[src/design/pfc_pkg.sv]
// Shared types, constants and codes of the printf format string checker.
package pfc_pkg;

	// Limits of one format string.
	localparam int unsigned MAX_BYTES       = 4096;
	localparam int unsigned MAX_CONVERSIONS = 32;
	localparam int unsigned MAX_ARGUMENTS   = 64;

	// State widths.
	localparam int unsigned BYTE_CNT_W = $clog2(MAX_BYTES + 2);
	localparam int unsigned CONV_CNT_W = $clog2(MAX_CONVERSIONS + 1);
	localparam int unsigned ARG_CNT_W  = 7;
	localparam int unsigned LIT_CNT_W  = 13;
	localparam int unsigned FIELD_W    = 31;
	localparam logic [FIELD_W-1:0] FIELD_MAX = {FIELD_W{1'b1}};

	// Result queue.
	localparam int unsigned RES_DEPTH = 8;
	localparam int unsigned RES_PTR_W = $clog2(RES_DEPTH);
	localparam int unsigned RES_CNT_W = $clog2(RES_DEPTH + 1);

	// Characters of the format syntax.
	localparam logic [7:0] CH_NUL   = 8'h00;
	localparam logic [7:0] CH_PCT   = 8'h25;
	localparam logic [7:0] CH_STAR  = 8'h2A;
	localparam logic [7:0] CH_DOT   = 8'h2E;
	localparam logic [7:0] CH_MINUS = 8'h2D;
	localparam logic [7:0] CH_PLUS  = 8'h2B;
	localparam logic [7:0] CH_SPACE = 8'h20;
	localparam logic [7:0] CH_HASH  = 8'h23;
	localparam logic [7:0] CH_ZERO  = 8'h30;
	localparam logic [7:0] CH_NINE  = 8'h39;
	localparam logic [7:0] CH_LO_H  = 8'h68;
	localparam logic [7:0] CH_LO_L  = 8'h6C;
	localparam logic [7:0] CH_LO_J  = 8'h6A;
	localparam logic [7:0] CH_LO_Z  = 8'h7A;
	localparam logic [7:0] CH_LO_T  = 8'h74;
	localparam logic [7:0] CH_UP_L  = 8'h4C;
	localparam logic [7:0] CH_LO_D  = 8'h64;
	localparam logic [7:0] CH_LO_I  = 8'h69;
	localparam logic [7:0] CH_LO_U  = 8'h75;
	localparam logic [7:0] CH_LO_O  = 8'h6F;
	localparam logic [7:0] CH_LO_X  = 8'h78;
	localparam logic [7:0] CH_UP_X  = 8'h58;
	localparam logic [7:0] CH_LO_S  = 8'h73;
	localparam logic [7:0] CH_LO_C  = 8'h63;
	localparam logic [7:0] CH_LO_P  = 8'h70;
	localparam logic [7:0] CH_LO_A  = 8'h61;
	localparam logic [7:0] CH_UP_A  = 8'h41;
	localparam logic [7:0] CH_LO_E  = 8'h65;
	localparam logic [7:0] CH_UP_E  = 8'h45;
	localparam logic [7:0] CH_LO_F  = 8'h66;
	localparam logic [7:0] CH_UP_F  = 8'h46;
	localparam logic [7:0] CH_LO_G  = 8'h67;
	localparam logic [7:0] CH_UP_G  = 8'h47;

	typedef enum logic [3:0] {
		M_LIT    = 4'd0,
		M_PCT    = 4'd1,
		M_FLAGS  = 4'd2,
		M_WIDTH  = 4'd3,
		M_AFTERW = 4'd4,
		M_DOT    = 4'd5,
		M_PREC   = 4'd6,
		M_LEN    = 4'd7,
		M_LEN2   = 4'd8,
		M_CODE   = 4'd9
	} mode_t;

	typedef enum logic [3:0] {
		LM_NONE = 4'd0,
		LM_H    = 4'd1,
		LM_HH   = 4'd2,
		LM_L    = 4'd3,
		LM_LL   = 4'd4,
		LM_J    = 4'd5,
		LM_Z    = 4'd6,
		LM_T    = 4'd7,
		LM_BIGL = 4'd8
	} len_t;

	typedef enum logic [3:0] {
		ERR_NONE       = 4'd0,
		ERR_BYTES      = 4'd1,
		ERR_CONVS      = 4'd2,
		ERR_WIDTH      = 4'd3,
		ERR_PRECISION  = 4'd4,
		ERR_INCOMPLETE = 4'd5,
		ERR_INTLEN     = 4'd6,
		ERR_FLOATLEN   = 4'd7,
		ERR_CONV       = 4'd8,
		ERR_PREC       = 4'd9,
		ERR_FLAGS      = 4'd10,
		ERR_ALT        = 4'd11,
		ERR_ARGS       = 4'd12
	} err_t;

	typedef enum logic [3:0] {
		VT_INT      = 4'd0,
		VT_UINT     = 4'd1,
		VT_LONG     = 4'd2,
		VT_ULONG    = 4'd3,
		VT_LLONG    = 4'd4,
		VT_ULLONG   = 4'd5,
		VT_INTMAX   = 4'd6,
		VT_UINTMAX  = 4'd7,
		VT_SSIZE    = 4'd8,
		VT_SIZE     = 4'd9,
		VT_PTRDIFF  = 4'd10,
		VT_UPTRDIFF = 4'd11,
		VT_DOUBLE   = 4'd12,
		VT_LDOUBLE  = 4'd13,
		VT_STRING   = 4'd14,
		VT_POINTER  = 4'd15
	} vtype_t;

	typedef enum logic [1:0] {
		PK_NONE = 2'd0,
		PK_DEC  = 2'd1,
		PK_STAR = 2'd2
	} pkind_t;

	// One result record.
	typedef struct packed {
		logic [7:0]         conversion_char;
		vtype_t             value_type;
		logic [2:0]         flag_bits;
		logic [FIELD_W-1:0] width_or_literals;
		logic [6:0]         width_argument;
		pkind_t             precision_kind;
		logic [FIELD_W-1:0] precision_value;
		logic [6:0]         precision_argument;
		logic [6:0]         argument_number;
		err_t               error_code;
		logic               last_result;
	} rec_t;

	// Parser state carried from byte to byte.
	typedef struct packed {
		mode_t                 mode;
		logic [BYTE_CNT_W-1:0] byte_count;
		logic [LIT_CNT_W-1:0]  literal_count;
		logic [CONV_CNT_W-1:0] conversion_count;
		logic [ARG_CNT_W-1:0]  argument_count;
		err_t                  latched_error;
		logic                  seen_nul;
		logic [2:0]            flag_marks;
		logic [FIELD_W-1:0]    width_accum;
		logic [6:0]            width_star_index;
		logic [FIELD_W-1:0]    precision_accum;
		pkind_t                precision_mode;
		logic [6:0]            precision_star_index;
		len_t                  length_modifier;
	} state_t;

	// Records produced by one byte, handed to the result queue.
	typedef struct packed {
		logic [1:0] count;
		rec_t       first;
		rec_t       second;
	} push_t;

endpackage

[src/design/pfc_text_if.sv]
// Input channel: one format string byte per transaction.
interface pfc_text_if;
	logic       valid;
	logic       ready;
	logic [7:0] format_byte;
	logic       last;

	modport source(output valid, output format_byte, output last, input ready);
	modport sink(input valid, input format_byte, input last, output ready);
endinterface

[src/design/pfc_report_if.sv]
// Output channel: one conversion or summary record per transaction.
interface pfc_report_if;
	logic                          valid;
	logic                          ready;
	logic [7:0]                    conversion_char;
	logic [3:0]                    value_type;
	logic [2:0]                    flag_bits;
	logic [pfc_pkg::FIELD_W-1:0]   width_or_literals;
	logic [6:0]                    width_argument;
	logic [1:0]                    precision_kind;
	logic [pfc_pkg::FIELD_W-1:0]   precision_value;
	logic [6:0]                    precision_argument;
	logic [6:0]                    argument_number;
	logic [3:0]                    error_code;
	logic                          last_result;

	modport source(output valid, output conversion_char, output value_type,
		output flag_bits, output width_or_literals, output width_argument,
		output precision_kind, output precision_value, output precision_argument,
		output argument_number, output error_code, output last_result, input ready);
	modport sink(input valid, input conversion_char, input value_type,
		input flag_bits, input width_or_literals, input width_argument,
		input precision_kind, input precision_value, input precision_argument,
		input argument_number, input error_code, input last_result, output ready);
endinterface

[src/design/printf_format_string_checker_core.sv]
// Top level of the printf format string checker: input register, parser, result queue.
//
// The text channel takes one byte of a format string per transaction, with
// last set on its final byte. The report channel gives one record for each
// completed conversion and, after the final byte, one summary record with
// last_result set, carrying the literal count, argument count and first error.
// A byte is registered on acceptance and parsed in the next cycle; its records
// land in an eight-entry result queue, and the first record can be taken once it
// has passed the input register and the queue. One byte is taken per cycle while
// ready is high; a final byte that also closes a conversion yields two records,
// which leave the queue one after the other. The parser state is updated by the
// combinational parse step between the input register and the state.
// ready stays high while the queue, counting a byte still being parsed, has
// room for two more records; a stalled receiver fills the queue and then holds
// ready low, with nothing lost. Reset clears the parser to literal text mode
// with all counts zero and empties the queue. After each summary the parser
// returns to that same state for the next string.
module printf_format_string_checker_core (
	input  logic                clk,
	input  logic                arst_n,
	pfc_text_if.sink            text,
	pfc_report_if.source        report
);

	logic                           v_s1;
	logic [7:0]                     byte_s1;
	logic                           last_s1;
	pfc_pkg::state_t                state_q;
	pfc_pkg::state_t                state_nx;
	pfc_pkg::push_t                 step_push;
	pfc_pkg::push_t                 fifo_push;
	pfc_pkg::rec_t                  head;
	logic                           not_empty;
	logic [pfc_pkg::RES_CNT_W-1:0]  count;
	logic [pfc_pkg::RES_CNT_W:0]    occupancy;
	logic                           pop;

	assign occupancy = (pfc_pkg::RES_CNT_W+1)'(count) +
		(v_s1 ? (pfc_pkg::RES_CNT_W+1)'(2) : '0);
	assign text.ready = (occupancy <= (pfc_pkg::RES_CNT_W+1)'(pfc_pkg::RES_DEPTH - 2));

	always_ff @(posedge clk or negedge arst_n) begin
		if (!arst_n) begin
			v_s1 <= 1'b0;
		end else begin
			v_s1 <= text.valid && text.ready;
		end
	end

	always_ff @(posedge clk) begin
		if (text.valid && text.ready) begin
			byte_s1 <= text.format_byte;
			last_s1 <= text.last;
		end
	end

	pfc_step u_step (
		.st   (state_q),
		.ch   (byte_s1),
		.last (last_s1),
		.nx   (state_nx),
		.push (step_push)
	);

	always_ff @(posedge clk or negedge arst_n) begin
		if (!arst_n) begin
			state_q <= '0;
		end else if (v_s1) begin
			state_q <= state_nx;
		end
	end

	always_comb begin
		fifo_push = step_push;
		if (!v_s1) begin
			fifo_push.count = 2'd0;
		end
	end

	assign pop = report.valid && report.ready;

	pfc_fifo u_fifo (
		.clk       (clk),
		.arst_n    (arst_n),
		.push      (fifo_push),
		.pop       (pop),
		.head      (head),
		.not_empty (not_empty),
		.count     (count)
	);

	assign report.valid              = not_empty;
	assign report.conversion_char    = head.conversion_char;
	assign report.value_type         = head.value_type;
	assign report.flag_bits          = head.flag_bits;
	assign report.width_or_literals  = head.width_or_literals;
	assign report.width_argument     = head.width_argument;
	assign report.precision_kind     = head.precision_kind;
	assign report.precision_value    = head.precision_value;
	assign report.precision_argument = head.precision_argument;
	assign report.argument_number    = head.argument_number;
	assign report.error_code         = head.error_code;
	assign report.last_result        = head.last_result;

	assert property (@(posedge clk) disable iff (!arst_n)
		(v_s1 && last_s1) |=>
		(state_q.byte_count == '0 && state_q.mode == pfc_pkg::M_LIT))
		else $error("parser state not cleared after a summary");

	assert property (@(posedge clk) disable iff (!arst_n)
		(v_s1 && last_s1) |-> (step_push.count != 2'd0 &&
		(step_push.count == 2'd1 ? step_push.first.last_result :
		step_push.second.last_result)))
		else $error("final byte did not produce a summary record");

	assert property (@(posedge clk) disable iff (!arst_n)
		(v_s1 && step_push.count == 2'd2) |->
		(!step_push.first.last_result && step_push.first.error_code == pfc_pkg::ERR_NONE))
		else $error("conversion record carries a summary mark or an error");

	assert property (@(posedge clk) disable iff (!arst_n)
		(v_s1 && !last_s1) |-> (step_push.count != 2'd2))
		else $error("two records from a byte that is not final");

endmodule

[src/design/pfc_step.sv]
// Next-state logic of the format parser for one byte, with the records it emits.
module pfc_step (
	input  pfc_pkg::state_t st,
	input  logic [7:0]      ch,
	input  logic            last,
	output pfc_pkg::state_t nx,
	output pfc_pkg::push_t  push
);

	function automatic pfc_pkg::state_t fail(pfc_pkg::state_t s, pfc_pkg::err_t code);
		pfc_pkg::state_t r;
		r = s;
		if (r.latched_error == pfc_pkg::ERR_NONE) begin
			r.latched_error = code;
		end
		r.mode = pfc_pkg::M_LIT;
		return r;
	endfunction

	// The text ended while a conversion was still open.
	function automatic pfc_pkg::state_t end_text(pfc_pkg::state_t s);
		pfc_pkg::state_t r;
		r = s;
		if (r.latched_error == pfc_pkg::ERR_NONE && r.mode != pfc_pkg::M_LIT) begin
			if (r.mode == pfc_pkg::M_PCT &&
					r.conversion_count >= pfc_pkg::CONV_CNT_W'(pfc_pkg::MAX_CONVERSIONS)) begin
				r = fail(r, pfc_pkg::ERR_CONVS);
			end else begin
				r = fail(r, pfc_pkg::ERR_INCOMPLETE);
			end
		end
		return r;
	endfunction

	pfc_pkg::state_t             s;
	logic                        go;
	logic                        is_digit;
	logic [pfc_pkg::FIELD_W+3:0] prod;
	logic                        sgn, uns, scp, flt;
	logic [3:0]                  base;
	pfc_pkg::err_t               ferr;
	pfc_pkg::vtype_t             ty;
	logic [pfc_pkg::ARG_CNT_W:0] arg_next;
	logic                        conv_emit;
	pfc_pkg::rec_t               conv_rec;
	pfc_pkg::rec_t               sum_rec;

	assign is_digit = (ch >= pfc_pkg::CH_ZERO) && (ch <= pfc_pkg::CH_NINE);
	assign sgn = (ch == pfc_pkg::CH_LO_D) || (ch == pfc_pkg::CH_LO_I);
	assign uns = (ch == pfc_pkg::CH_LO_U) || (ch == pfc_pkg::CH_LO_O) ||
		(ch == pfc_pkg::CH_LO_X) || (ch == pfc_pkg::CH_UP_X);
	assign scp = (ch == pfc_pkg::CH_LO_S) || (ch == pfc_pkg::CH_LO_C) ||
		(ch == pfc_pkg::CH_LO_P);
	assign flt = (ch == pfc_pkg::CH_LO_A) || (ch == pfc_pkg::CH_UP_A) ||
		(ch == pfc_pkg::CH_LO_E) || (ch == pfc_pkg::CH_UP_E) ||
		(ch == pfc_pkg::CH_LO_F) || (ch == pfc_pkg::CH_UP_F) ||
		(ch == pfc_pkg::CH_LO_G) || (ch == pfc_pkg::CH_UP_G);

	always_comb begin
		s         = st;
		go        = 1'b0;
		prod      = '0;
		base      = '0;
		ferr      = pfc_pkg::ERR_NONE;
		ty        = pfc_pkg::VT_INT;
		arg_next  = '0;
		conv_emit = 1'b0;
		conv_rec  = '0;
		sum_rec   = '0;

		if (s.byte_count <= pfc_pkg::BYTE_CNT_W'(pfc_pkg::MAX_BYTES)) begin
			s.byte_count = s.byte_count + 1'b1;
		end

		if (!s.seen_nul && s.latched_error == pfc_pkg::ERR_NONE) begin
			if (ch == pfc_pkg::CH_NUL) begin
				s = end_text(s);
				s.seen_nul = 1'b1;
			end else begin
				go = 1'b1;
			end
		end else if (ch == pfc_pkg::CH_NUL) begin
			s.seen_nul = 1'b1;
		end

		// Modes only move forward within one byte, so one ordered pass
		// covers every fall-through of the parser.
		if (go && s.mode == pfc_pkg::M_LIT) begin
			if (ch == pfc_pkg::CH_PCT) begin
				s.mode = pfc_pkg::M_PCT;
			end else begin
				s.literal_count = s.literal_count + 1'b1;
			end
			go = 1'b0;
		end

		if (go && s.mode == pfc_pkg::M_PCT) begin
			if (ch == pfc_pkg::CH_PCT) begin
				s.literal_count = s.literal_count + 1'b1;
				s.mode = pfc_pkg::M_LIT;
				go = 1'b0;
			end else if (s.conversion_count >=
					pfc_pkg::CONV_CNT_W'(pfc_pkg::MAX_CONVERSIONS)) begin
				s = fail(s, pfc_pkg::ERR_CONVS);
				go = 1'b0;
			end else begin
				s.flag_marks           = '0;
				s.width_accum          = '0;
				s.width_star_index     = '0;
				s.precision_accum      = '0;
				s.precision_mode       = pfc_pkg::PK_NONE;
				s.precision_star_index = '0;
				s.length_modifier      = pfc_pkg::LM_NONE;
				s.mode                 = pfc_pkg::M_FLAGS;
			end
		end

		if (go && s.mode == pfc_pkg::M_FLAGS) begin
			if (ch == pfc_pkg::CH_MINUS || ch == pfc_pkg::CH_PLUS ||
					ch == pfc_pkg::CH_SPACE || ch == pfc_pkg::CH_HASH ||
					ch == pfc_pkg::CH_ZERO) begin
				if (ch == pfc_pkg::CH_HASH) s.flag_marks[0] = 1'b1;
				if (ch == pfc_pkg::CH_PLUS || ch == pfc_pkg::CH_SPACE) s.flag_marks[1] = 1'b1;
				if (ch == pfc_pkg::CH_ZERO) s.flag_marks[2] = 1'b1;
				go = 1'b0;
			end else if (ch == pfc_pkg::CH_STAR) begin
				s.width_star_index = s.argument_count + 1'b1;
				s.argument_count   = s.argument_count + 1'b1;
				s.mode             = pfc_pkg::M_AFTERW;
				go = 1'b0;
			end else begin
				s.mode = is_digit ? pfc_pkg::M_WIDTH : pfc_pkg::M_AFTERW;
			end
		end

		if (go && s.mode == pfc_pkg::M_WIDTH) begin
			if (is_digit) begin
				prod = ({4'b0, s.width_accum} << 3) + ({4'b0, s.width_accum} << 1) +
					(pfc_pkg::FIELD_W+4)'(ch[3:0]);
				if (prod > {4'b0, pfc_pkg::FIELD_MAX}) begin
					s = fail(s, pfc_pkg::ERR_WIDTH);
				end else begin
					s.width_accum = prod[pfc_pkg::FIELD_W-1:0];
				end
				go = 1'b0;
			end else begin
				s.mode = pfc_pkg::M_AFTERW;
			end
		end

		if (go && s.mode == pfc_pkg::M_AFTERW) begin
			if (ch == pfc_pkg::CH_DOT) begin
				s.mode = pfc_pkg::M_DOT;
				go = 1'b0;
			end else begin
				s.mode = pfc_pkg::M_LEN;
			end
		end

		if (go && s.mode == pfc_pkg::M_DOT) begin
			if (ch == pfc_pkg::CH_STAR) begin
				s.precision_mode       = pfc_pkg::PK_STAR;
				s.precision_star_index = s.argument_count;
				s.argument_count       = s.argument_count + 1'b1;
				s.mode                 = pfc_pkg::M_LEN;
				go = 1'b0;
			end else begin
				s.precision_mode  = pfc_pkg::PK_DEC;
				s.precision_accum = '0;
				s.mode            = pfc_pkg::M_PREC;
			end
		end

		if (go && s.mode == pfc_pkg::M_PREC) begin
			if (is_digit) begin
				prod = ({4'b0, s.precision_accum} << 3) + ({4'b0, s.precision_accum} << 1) +
					(pfc_pkg::FIELD_W+4)'(ch[3:0]);
				if (prod > {4'b0, pfc_pkg::FIELD_MAX}) begin
					s = fail(s, pfc_pkg::ERR_PRECISION);
				end else begin
					s.precision_accum = prod[pfc_pkg::FIELD_W-1:0];
				end
				go = 1'b0;
			end else begin
				s.mode = pfc_pkg::M_LEN;
			end
		end

		if (go && s.mode == pfc_pkg::M_LEN) begin
			go = 1'b0;
			case (ch)
				pfc_pkg::CH_LO_H: begin
					s.length_modifier = pfc_pkg::LM_H;
					s.mode = pfc_pkg::M_LEN2;
				end
				pfc_pkg::CH_LO_L: begin
					s.length_modifier = pfc_pkg::LM_L;
					s.mode = pfc_pkg::M_LEN2;
				end
				pfc_pkg::CH_LO_J: begin
					s.length_modifier = pfc_pkg::LM_J;
					s.mode = pfc_pkg::M_CODE;
				end
				pfc_pkg::CH_LO_Z: begin
					s.length_modifier = pfc_pkg::LM_Z;
					s.mode = pfc_pkg::M_CODE;
				end
				pfc_pkg::CH_LO_T: begin
					s.length_modifier = pfc_pkg::LM_T;
					s.mode = pfc_pkg::M_CODE;
				end
				pfc_pkg::CH_UP_L: begin
					s.length_modifier = pfc_pkg::LM_BIGL;
					s.mode = pfc_pkg::M_CODE;
				end
				default: begin
					s.mode = pfc_pkg::M_CODE;
					go = 1'b1;
				end
			endcase
		end

		if (go && s.mode == pfc_pkg::M_LEN2) begin
			if (s.length_modifier == pfc_pkg::LM_H && ch == pfc_pkg::CH_LO_H) begin
				s.length_modifier = pfc_pkg::LM_HH;
				s.mode = pfc_pkg::M_CODE;
				go = 1'b0;
			end else if (s.length_modifier == pfc_pkg::LM_L && ch == pfc_pkg::CH_LO_L) begin
				s.length_modifier = pfc_pkg::LM_LL;
				s.mode = pfc_pkg::M_CODE;
				go = 1'b0;
			end else begin
				s.mode = pfc_pkg::M_CODE;
			end
		end

		// Conversion letter: classify, check and number the argument.
		if (go && s.mode == pfc_pkg::M_CODE) begin
			if (sgn || uns) begin
				case (s.length_modifier)
					pfc_pkg::LM_NONE, pfc_pkg::LM_H, pfc_pkg::LM_HH: base = 4'd0;
					pfc_pkg::LM_L:  base = 4'd2;
					pfc_pkg::LM_LL: base = 4'd4;
					pfc_pkg::LM_J:  base = 4'd6;
					pfc_pkg::LM_Z:  base = 4'd8;
					pfc_pkg::LM_T:  base = 4'd10;
					default:        ferr = pfc_pkg::ERR_INTLEN;
				endcase
				ty = pfc_pkg::vtype_t'(base | {3'b0, uns});
			end else if (flt) begin
				if (s.length_modifier != pfc_pkg::LM_NONE &&
						s.length_modifier != pfc_pkg::LM_L &&
						s.length_modifier != pfc_pkg::LM_BIGL) begin
					ferr = pfc_pkg::ERR_FLOATLEN;
				end
				ty = (s.length_modifier == pfc_pkg::LM_BIGL) ? pfc_pkg::VT_LDOUBLE :
					pfc_pkg::VT_DOUBLE;
			end else if (scp && s.length_modifier == pfc_pkg::LM_NONE) begin
				if (ch != pfc_pkg::CH_LO_S && s.precision_mode != pfc_pkg::PK_NONE) begin
					ferr = pfc_pkg::ERR_PREC;
				end
				ty = (ch == pfc_pkg::CH_LO_S) ? pfc_pkg::VT_STRING :
					(ch == pfc_pkg::CH_LO_P) ? pfc_pkg::VT_POINTER : pfc_pkg::VT_INT;
			end else begin
				ferr = pfc_pkg::ERR_CONV;
			end

			if (ferr == pfc_pkg::ERR_NONE && scp && s.flag_marks != 3'b0) begin
				ferr = pfc_pkg::ERR_FLAGS;
			end
			if (ferr == pfc_pkg::ERR_NONE && s.flag_marks[0] &&
					(sgn || ch == pfc_pkg::CH_LO_U)) begin
				ferr = pfc_pkg::ERR_ALT;
			end

			if (ferr != pfc_pkg::ERR_NONE) begin
				s = fail(s, ferr);
			end else begin
				arg_next = {1'b0, s.argument_count} + 1'b1;
				if (arg_next > (pfc_pkg::ARG_CNT_W+1)'(pfc_pkg::MAX_ARGUMENTS)) begin
					s.argument_count = arg_next[pfc_pkg::ARG_CNT_W-1:0];
					s = fail(s, pfc_pkg::ERR_ARGS);
				end else begin
					conv_emit = 1'b1;
					conv_rec.conversion_char   = ch;
					conv_rec.value_type        = ty;
					conv_rec.flag_bits         = {(s.length_modifier == pfc_pkg::LM_H ||
						s.length_modifier == pfc_pkg::LM_HH), s.flag_marks[1:0]};
					conv_rec.width_or_literals = s.width_accum;
					conv_rec.width_argument    = s.width_star_index;
					conv_rec.precision_kind    = s.precision_mode;
					conv_rec.precision_value   = (s.precision_mode == pfc_pkg::PK_DEC) ?
						s.precision_accum : '0;
					conv_rec.precision_argument = (s.precision_mode == pfc_pkg::PK_STAR) ?
						s.precision_star_index : '0;
					conv_rec.argument_number   = s.argument_count;
					conv_rec.error_code        = pfc_pkg::ERR_NONE;
					conv_rec.last_result       = 1'b0;
					s.argument_count   = arg_next[pfc_pkg::ARG_CNT_W-1:0];
					s.conversion_count = s.conversion_count + 1'b1;
					s.mode             = pfc_pkg::M_LIT;
				end
			end
		end

		if (last) begin
			if (!s.seen_nul) begin
				s = end_text(s);
			end
			sum_rec.width_or_literals = pfc_pkg::FIELD_W'(s.literal_count);
			sum_rec.argument_number   = s.argument_count;
			sum_rec.error_code        = s.latched_error;
			sum_rec.last_result       = 1'b1;
			// An overlong string overrides every other outcome.
			if (s.byte_count > pfc_pkg::BYTE_CNT_W'(pfc_pkg::MAX_BYTES)) begin
				sum_rec.width_or_literals = '0;
				sum_rec.argument_number   = '0;
				sum_rec.error_code        = pfc_pkg::ERR_BYTES;
			end
			s = '0;
		end

		nx = s;
		push.count  = {1'b0, conv_emit} + {1'b0, last};
		push.first  = conv_emit ? conv_rec : sum_rec;
		push.second = sum_rec;
	end

endmodule

[src/design/pfc_fifo.sv]
// Result queue that takes up to two records per cycle and gives one.
module pfc_fifo (
	input  logic                           clk,
	input  logic                           arst_n,
	input  pfc_pkg::push_t                 push,
	input  logic                           pop,
	output pfc_pkg::rec_t                  head,
	output logic                           not_empty,
	output logic [pfc_pkg::RES_CNT_W-1:0]  count
);

	pfc_pkg::rec_t                  mem_q [pfc_pkg::RES_DEPTH];
	logic [pfc_pkg::RES_PTR_W-1:0]  wr_ptr_q;
	logic [pfc_pkg::RES_PTR_W-1:0]  rd_ptr_q;
	logic [pfc_pkg::RES_CNT_W-1:0]  count_q;
	logic [pfc_pkg::RES_PTR_W-1:0]  wr_next;

	assign wr_next = wr_ptr_q + 1'b1;

	always_ff @(posedge clk) begin
		if (push.count != 2'd0) begin
			mem_q[wr_ptr_q] <= push.first;
		end
		if (push.count == 2'd2) begin
			mem_q[wr_next] <= push.second;
		end
	end

	always_ff @(posedge clk or negedge arst_n) begin
		if (!arst_n) begin
			wr_ptr_q <= '0;
			rd_ptr_q <= '0;
			count_q  <= '0;
		end else begin
			wr_ptr_q <= wr_ptr_q + pfc_pkg::RES_PTR_W'(push.count);
			if (pop) begin
				rd_ptr_q <= rd_ptr_q + 1'b1;
			end
			count_q <= count_q + pfc_pkg::RES_CNT_W'(push.count) -
				pfc_pkg::RES_CNT_W'(pop);
		end
	end

	assign head      = mem_q[rd_ptr_q];
	assign not_empty = (count_q != '0);
	assign count     = count_q;

	assert property (@(posedge clk) disable iff (!arst_n)
		count_q <= pfc_pkg::RES_CNT_W'(pfc_pkg::RES_DEPTH))
		else $error("result queue occupancy beyond its depth");

	assert property (@(posedge clk) disable iff (!arst_n)
		(push.count != 2'd0) |->
		((pfc_pkg::RES_CNT_W+1)'(count_q) + (pfc_pkg::RES_CNT_W+1)'(push.count) <=
		(pfc_pkg::RES_CNT_W+1)'(pfc_pkg::RES_DEPTH) + (pfc_pkg::RES_CNT_W+1)'(pop)))
		else $error("result queue written while full");

	assert property (@(posedge clk) disable iff (!arst_n)
		pop |-> not_empty)
		else $error("result queue read while empty");

endmodule
[src/flat_wrapper.sv]
// flat-port wrapper written by rule: the top's interface ports become plain ports
module printf_format_string_checker_core_flat 
  (clk, arst_n, text_valid, text_format_byte, text_last, text_ready, report_valid, report_conversion_char, report_value_type, report_flag_bits, report_width_or_literals, report_width_argument, report_precision_kind, report_precision_value, report_precision_argument, report_argument_number, report_error_code, report_last_result, report_ready);
  pfc_text_if text_i ();
  pfc_report_if report_i ();
  input  logic clk;
  input  logic arst_n;
  input wire logic [$bits(text_i.valid)-1:0] text_valid;
  input wire logic [$bits(text_i.format_byte)-1:0] text_format_byte;
  input wire logic [$bits(text_i.last)-1:0] text_last;
  output wire logic [$bits(text_i.ready)-1:0] text_ready;
  output wire logic [$bits(report_i.valid)-1:0] report_valid;
  output wire logic [$bits(report_i.conversion_char)-1:0] report_conversion_char;
  output wire logic [$bits(report_i.value_type)-1:0] report_value_type;
  output wire logic [$bits(report_i.flag_bits)-1:0] report_flag_bits;
  output wire logic [$bits(report_i.width_or_literals)-1:0] report_width_or_literals;
  output wire logic [$bits(report_i.width_argument)-1:0] report_width_argument;
  output wire logic [$bits(report_i.precision_kind)-1:0] report_precision_kind;
  output wire logic [$bits(report_i.precision_value)-1:0] report_precision_value;
  output wire logic [$bits(report_i.precision_argument)-1:0] report_precision_argument;
  output wire logic [$bits(report_i.argument_number)-1:0] report_argument_number;
  output wire logic [$bits(report_i.error_code)-1:0] report_error_code;
  output wire logic [$bits(report_i.last_result)-1:0] report_last_result;
  input wire logic [$bits(report_i.ready)-1:0] report_ready;
  assign text_i.valid = text_valid;
  assign text_i.format_byte = text_format_byte;
  assign text_i.last = text_last;
  assign text_ready = text_i.ready;
  assign report_valid = report_i.valid;
  assign report_conversion_char = report_i.conversion_char;
  assign report_value_type = report_i.value_type;
  assign report_flag_bits = report_i.flag_bits;
  assign report_width_or_literals = report_i.width_or_literals;
  assign report_width_argument = report_i.width_argument;
  assign report_precision_kind = report_i.precision_kind;
  assign report_precision_value = report_i.precision_value;
  assign report_precision_argument = report_i.precision_argument;
  assign report_argument_number = report_i.argument_number;
  assign report_error_code = report_i.error_code;
  assign report_last_result = report_i.last_result;
  assign report_i.ready = report_ready;
  printf_format_string_checker_core u_core (.clk(clk), .arst_n(arst_n), .text(text_i), .report(report_i));
endmodule
[config.mk]
export PLATFORM = sky130hd
export DESIGN_NAME = printf_format_string_checker_core_flat
export DESIGN_NICKNAME = d
export VERILOG_FILES = /design/src/design/pfc_pkg.sv /design/src/design/pfc_text_if.sv /design/src/design/pfc_report_if.sv /design/src/design/printf_format_string_checker_core.sv /design/src/design/pfc_step.sv /design/src/design/pfc_fifo.sv /design/src/flat_wrapper.sv
export SDC_FILE = /design/constraint.sdc
export NUM_CORES = 2
export LEC_CHECK = 0
export BUFFER_PORTS_ARGS = -buffer_cell sky130_fd_sc_hd__buf_2
export CAP_MARGIN = 20
export CORE_UTILIZATION = 55
export DETAILED_ROUTE_END_ITERATION = 12
export GPL_ROUTABILITY_DRIVEN = 0
export GPL_TIMING_DRIVEN = 0
export PLACE_DENSITY_LB_ADDON = 0.15
export SLEW_MARGIN = 30
export SYNTH_ARGS = -nofsm -noshare
export SYNTH_HDL_FRONTEND = slang
export SYNTH_HIERARCHICAL = 1
export SYNTH_SLANG_ARGS = --single-unit
[constraint.sdc]
create_clock -name clk -period 19 [get_ports clk]
set_clock_uncertainty 0.15 [all_clocks]
set_input_delay 3.8 -clock clk [delete_from_list [all_inputs] [get_ports clk]]
set_output_delay 3.8 -clock clk [all_outputs]
set_load 0.05 [all_outputs]
==> summary.md <==
| Metric | Value |
|---|---|
| First-pass GRT wire length | 241200 microns |
| Synth async-reset ratio | 0.1450 |
| Via/cell ratio | 6.241 |
| Vias in the first global route | 37740 |
| Remaining DRCs | 0 |
| DIE WIDTH | 327.9 microns |
| Fin. Hold Viols | 0 |
| Critical Path Most Common Cell | buf_16 |
| Cell count after synthesis | 4224 |
| Max incr delay on CP | 720 ps |
| Final Critical Period | 11900 ps |
| Resize count post-CTS | 0 |
| Least-Margin Pin Slew | 1034 ps |
| Die H | 327.9 microns |
| DR pass1 iterations | 7 |
| Drt wl/cell | 26.56 microns |
| All-Layer GR Usage | 0.3003 |
| Max-Cap Viols | 0 |
| Via count | 38080 |
| Number of DRC markers in iteration 0 | 3776 |
| Count of non-filler cells in the finished layout | 6101 |
| Power per cell area | 118.9 nW/um^2 |
| RSZ-0062 raised after global routing | no |
| Critical Path Fanout Max | 13 |
| Period utilization | 0.6264 |
| Row count | 119 |
| Number of synthesized register bits | 993 |
| CTS max path bufs | 3 |
| Clk Latency, worst-skew pair | 700 ps |
| GRT Residual Overflow | 0 |
| Clock sinks | 993 |
| Multi-input combinational cell area | 27760 sq um |
| Total core area | 105300 sq um |
| P_leak | 25.81 nW |
| Starting Density | 0.5550 |
| Final max-slew violation count | 0 |
| Status | finished, final reports clean |
| TritonCTS clock tree | done |
| Library cells used by synthesis | 96 |
| Clock root cell | clkbuf_16 |
| Layout Nets | 4780 |
| Worst vdd ir | 0.0001291 V |
| Post-Place Cells | 5900 |
| Initial antenna violation count | 4 |
| Worst setup path end | u_core/u_fifo/mem_q[3][68] |
| RR Startpoint | u_core/byte_s1[5] |
| Hold_buf cts | 0 |
| Seq/Total Area, Yosys | 0.4981 |
| # IOs | 120 |
| Critical-path top delay cell | nand3_1 |
| Fillers | 7889 |
| Critical Path Source | u_core/byte_s1[5] |
| R2r worst-path depth | 35 |
| Fin Hold WS | 351.1 ps |
| Critical Path RT | 19250 ps |
| Most used flip-flop cell after synthesis | edfxtp_1 |
| R2R Setup Slk | 7100 ps |
| Relative slew slack | 0.3074 |
| Post-CTS setup buffers | 0 |
| CTS H-Tree Depth | 3 |
| Crit end category | flop |
| Hold crit path type | reg -> reg |
| Setup_tns | 0 ps |
| Detailed Place HPWL | 112200 microns |
| Detailed Route WL | 162000 microns |
| YS warnings | 6 |
| Fmax | 84.02 MHz |
| Syn-to-layout area delta | 13.75% |
| Storage cell area | 29100 sq um |
| EDFF count, synth | 849 |
| Number of I/O port buffers | 119 |
| # setup viols final | 0 |
| Largest net degree at the start of global routing | 83 |
| Cts bufs inserted | 106 |
| Final ANT Viol Nets | 0 |
| Die area | 107500 sq um |
| Setup slack at placement | 7352 ps |
| Final Util | 0.6313 |
| Worst r2r dst | u_core/u_fifo/mem_q[3][68] |
| Setup WS post-layout | 7098 ps |
| CP arrival | 12150 ps |
| Crit Path Category | reg -> reg |
| Reg clk slew, reported paths | 60 ps |
| Share of cells above drive strength 1 | 0.4126 |
| Mapped cell area | 58420 sq um |
| Syn_area_per_cell | 13.83 sq um |
| Crit start category | flop |
-- worst min-delay path by stage --
stage | startpoint | endpoint | slack [ps] | cells after the start
CTS | u_core/state_q[17] | u_core/state_q[17] | 350 | 1
finish | u_core/state_q[19] | u_core/state_q[19] | 350 | 1
global route | u_core/state_q[67] | u_core/state_q[67] | 360 | 1
floorplan | u_core/state_q[14] | u_core/state_q[14] | 320 | 1
global placement | u_core/state_q[53] | u_core/state_q[53] | 330 | 1
detailed placement | u_core/state_q[61] | u_core/state_q[61] | 340 | 1
-- state kept, by name, indices dropped and copies added, names as in the netlist --
signal	count
u_core/u_fifo/mem_q	840
u_core/state_q	133
u_core/byte_s1	8
u_core/u_fifo/count	4
u_core/u_fifo/rd_ptr_q	3
u_core/u_fifo/wr_ptr_q	3
u_core/last_s1	1
u_core/v_s1	1
-- kinds of logic (layout without fill, tap and decap cells) --
kind of cell / after synthesis / count (layout) / synth area share
XOR/XNOR: 118 / 118 / 0.01833
other: 1 / 84 / 0.00006419
flip-flops: 993 / 993 / 0.4981
adder cells (fa/ha/maj): 150 / 150 / 0.03290
buffers and inverters: 385 / 788 / 0.03425
multiplexers: 1335 / 1335 / 0.3000
AO/OA/AOI/OAI: 432 / 432 / 0.04877
AND/OR/NAND/NOR: 810 / 810 / 0.06764
-- placed cells by master (no fill, tap or decap), drive strengths merged, types with 37 or more instances in the layout --
cell and instances:
dfrtp 144, mux2i 43, nand3 38, xor2 37
mux2 1082, mux4 210, clkbuf 222, clkinv 46
a21oi 142, nand2 126, nor2 349, inv 70
xnor2 81, o21ai 86, edfxtp 849, conb 81
buf 433, ha 144, and2 73
-- per-stage QoR --
stage          cell area [sq um]  total power, mW
2_1_floorplan              58720            4.873
3_3_place_gp               61060            5.765
3_5_place_dp               62870            5.790
4_1_cts                    66430            7.919
5_1_grt                    66440            8.162
6_report                   66450            7.899
-- final cells by class --
cell class	count	area share
Sequential cell	993	0.4379
Multi-Input combinational cell	2926	0.4178
Clock buffer	128	0.04284
Timing Repair Buffer	205	0.03431
Buffer	322	0.02661
Tap cell	1391	0.02619
Clock inverter	70	0.01073
Inverter	63	0.003559
Antenna cell	3	0.0001130
-- power breakdown --
| part | internal (mW) | leakage [nW] | switching (mW) | total [mW] |
|---|---|---|---|---|
| sequential | 2.52 | 9.63 | 0.0624 | 2.59 |
| clock | 1.23 | 1.76 | 0.890 | 2.12 |
| combinational | 1.10 | 14.4 | 2.09 | 3.19 |
| total | 4.85 | 25.8 | 3.05 | 7.90 |
-- cells in the mapped netlist, drive strengths merged, types with 5 or more instances --
cell	number	area [sq um]
mux2	1082	12360
edfxtp	849	25490
nor2	349	1310
buf	228	1411
mux4	210	4730
dfrtp	144	3603
ha	144	1802
a21oi	142	714.4
nand2	126	475.5
clkbuf	94	352.8
o21ai	86	430.4
xnor2	81	724.4
and2	73	456.7
inv	63	236.5
mux2i	43	430.4
nand3	38	195.2
xor2	37	346.6
nor3	36	185.2
a21o	25	187.7
a31oi	25	156.4
and3	25	156.4
nand2b	24	150.1
nand4	23	143.9
nor2b	19	118.9
o211ai	18	158.9
nor4	15	106.4
o21a	14	105.1
a211oi	12	100.1
o21bai	12	90.09
o31ai	12	90.09
or2	12	75.07
or3	12	75.07
nand3b	11	82.58
or4	11	82.58
o22ai	9	56.30
a21boi	8	60.06
a22oi	8	60.06
and4	7	61.31
a2111oi	6	115.1
a211o	6	52.55
fa	6	120.1
nand4b	6	52.55
nor3b	6	45.04
nor4b	6	65.06
a32oi	5	43.79
-- critical path: cells and delay by family (launching register included) --
family,cells,cell delay (ps)
simple gates,9,3710
buf+inv,14,3660
compound gates,9,2520
fa+ha+maj,3,1080
flops,1,420
-- metal layers --
layer  vias to the layer above  wire [microns]  GRT usage
met4                         0            3523    0.07345
met2                      1535           74760     0.4676
met5                         -               0          0
met3                       228           13440    0.04988
li1                      16980               -          -
met1                     19330           70310     0.4396
(Power assumes the default switching activity.)
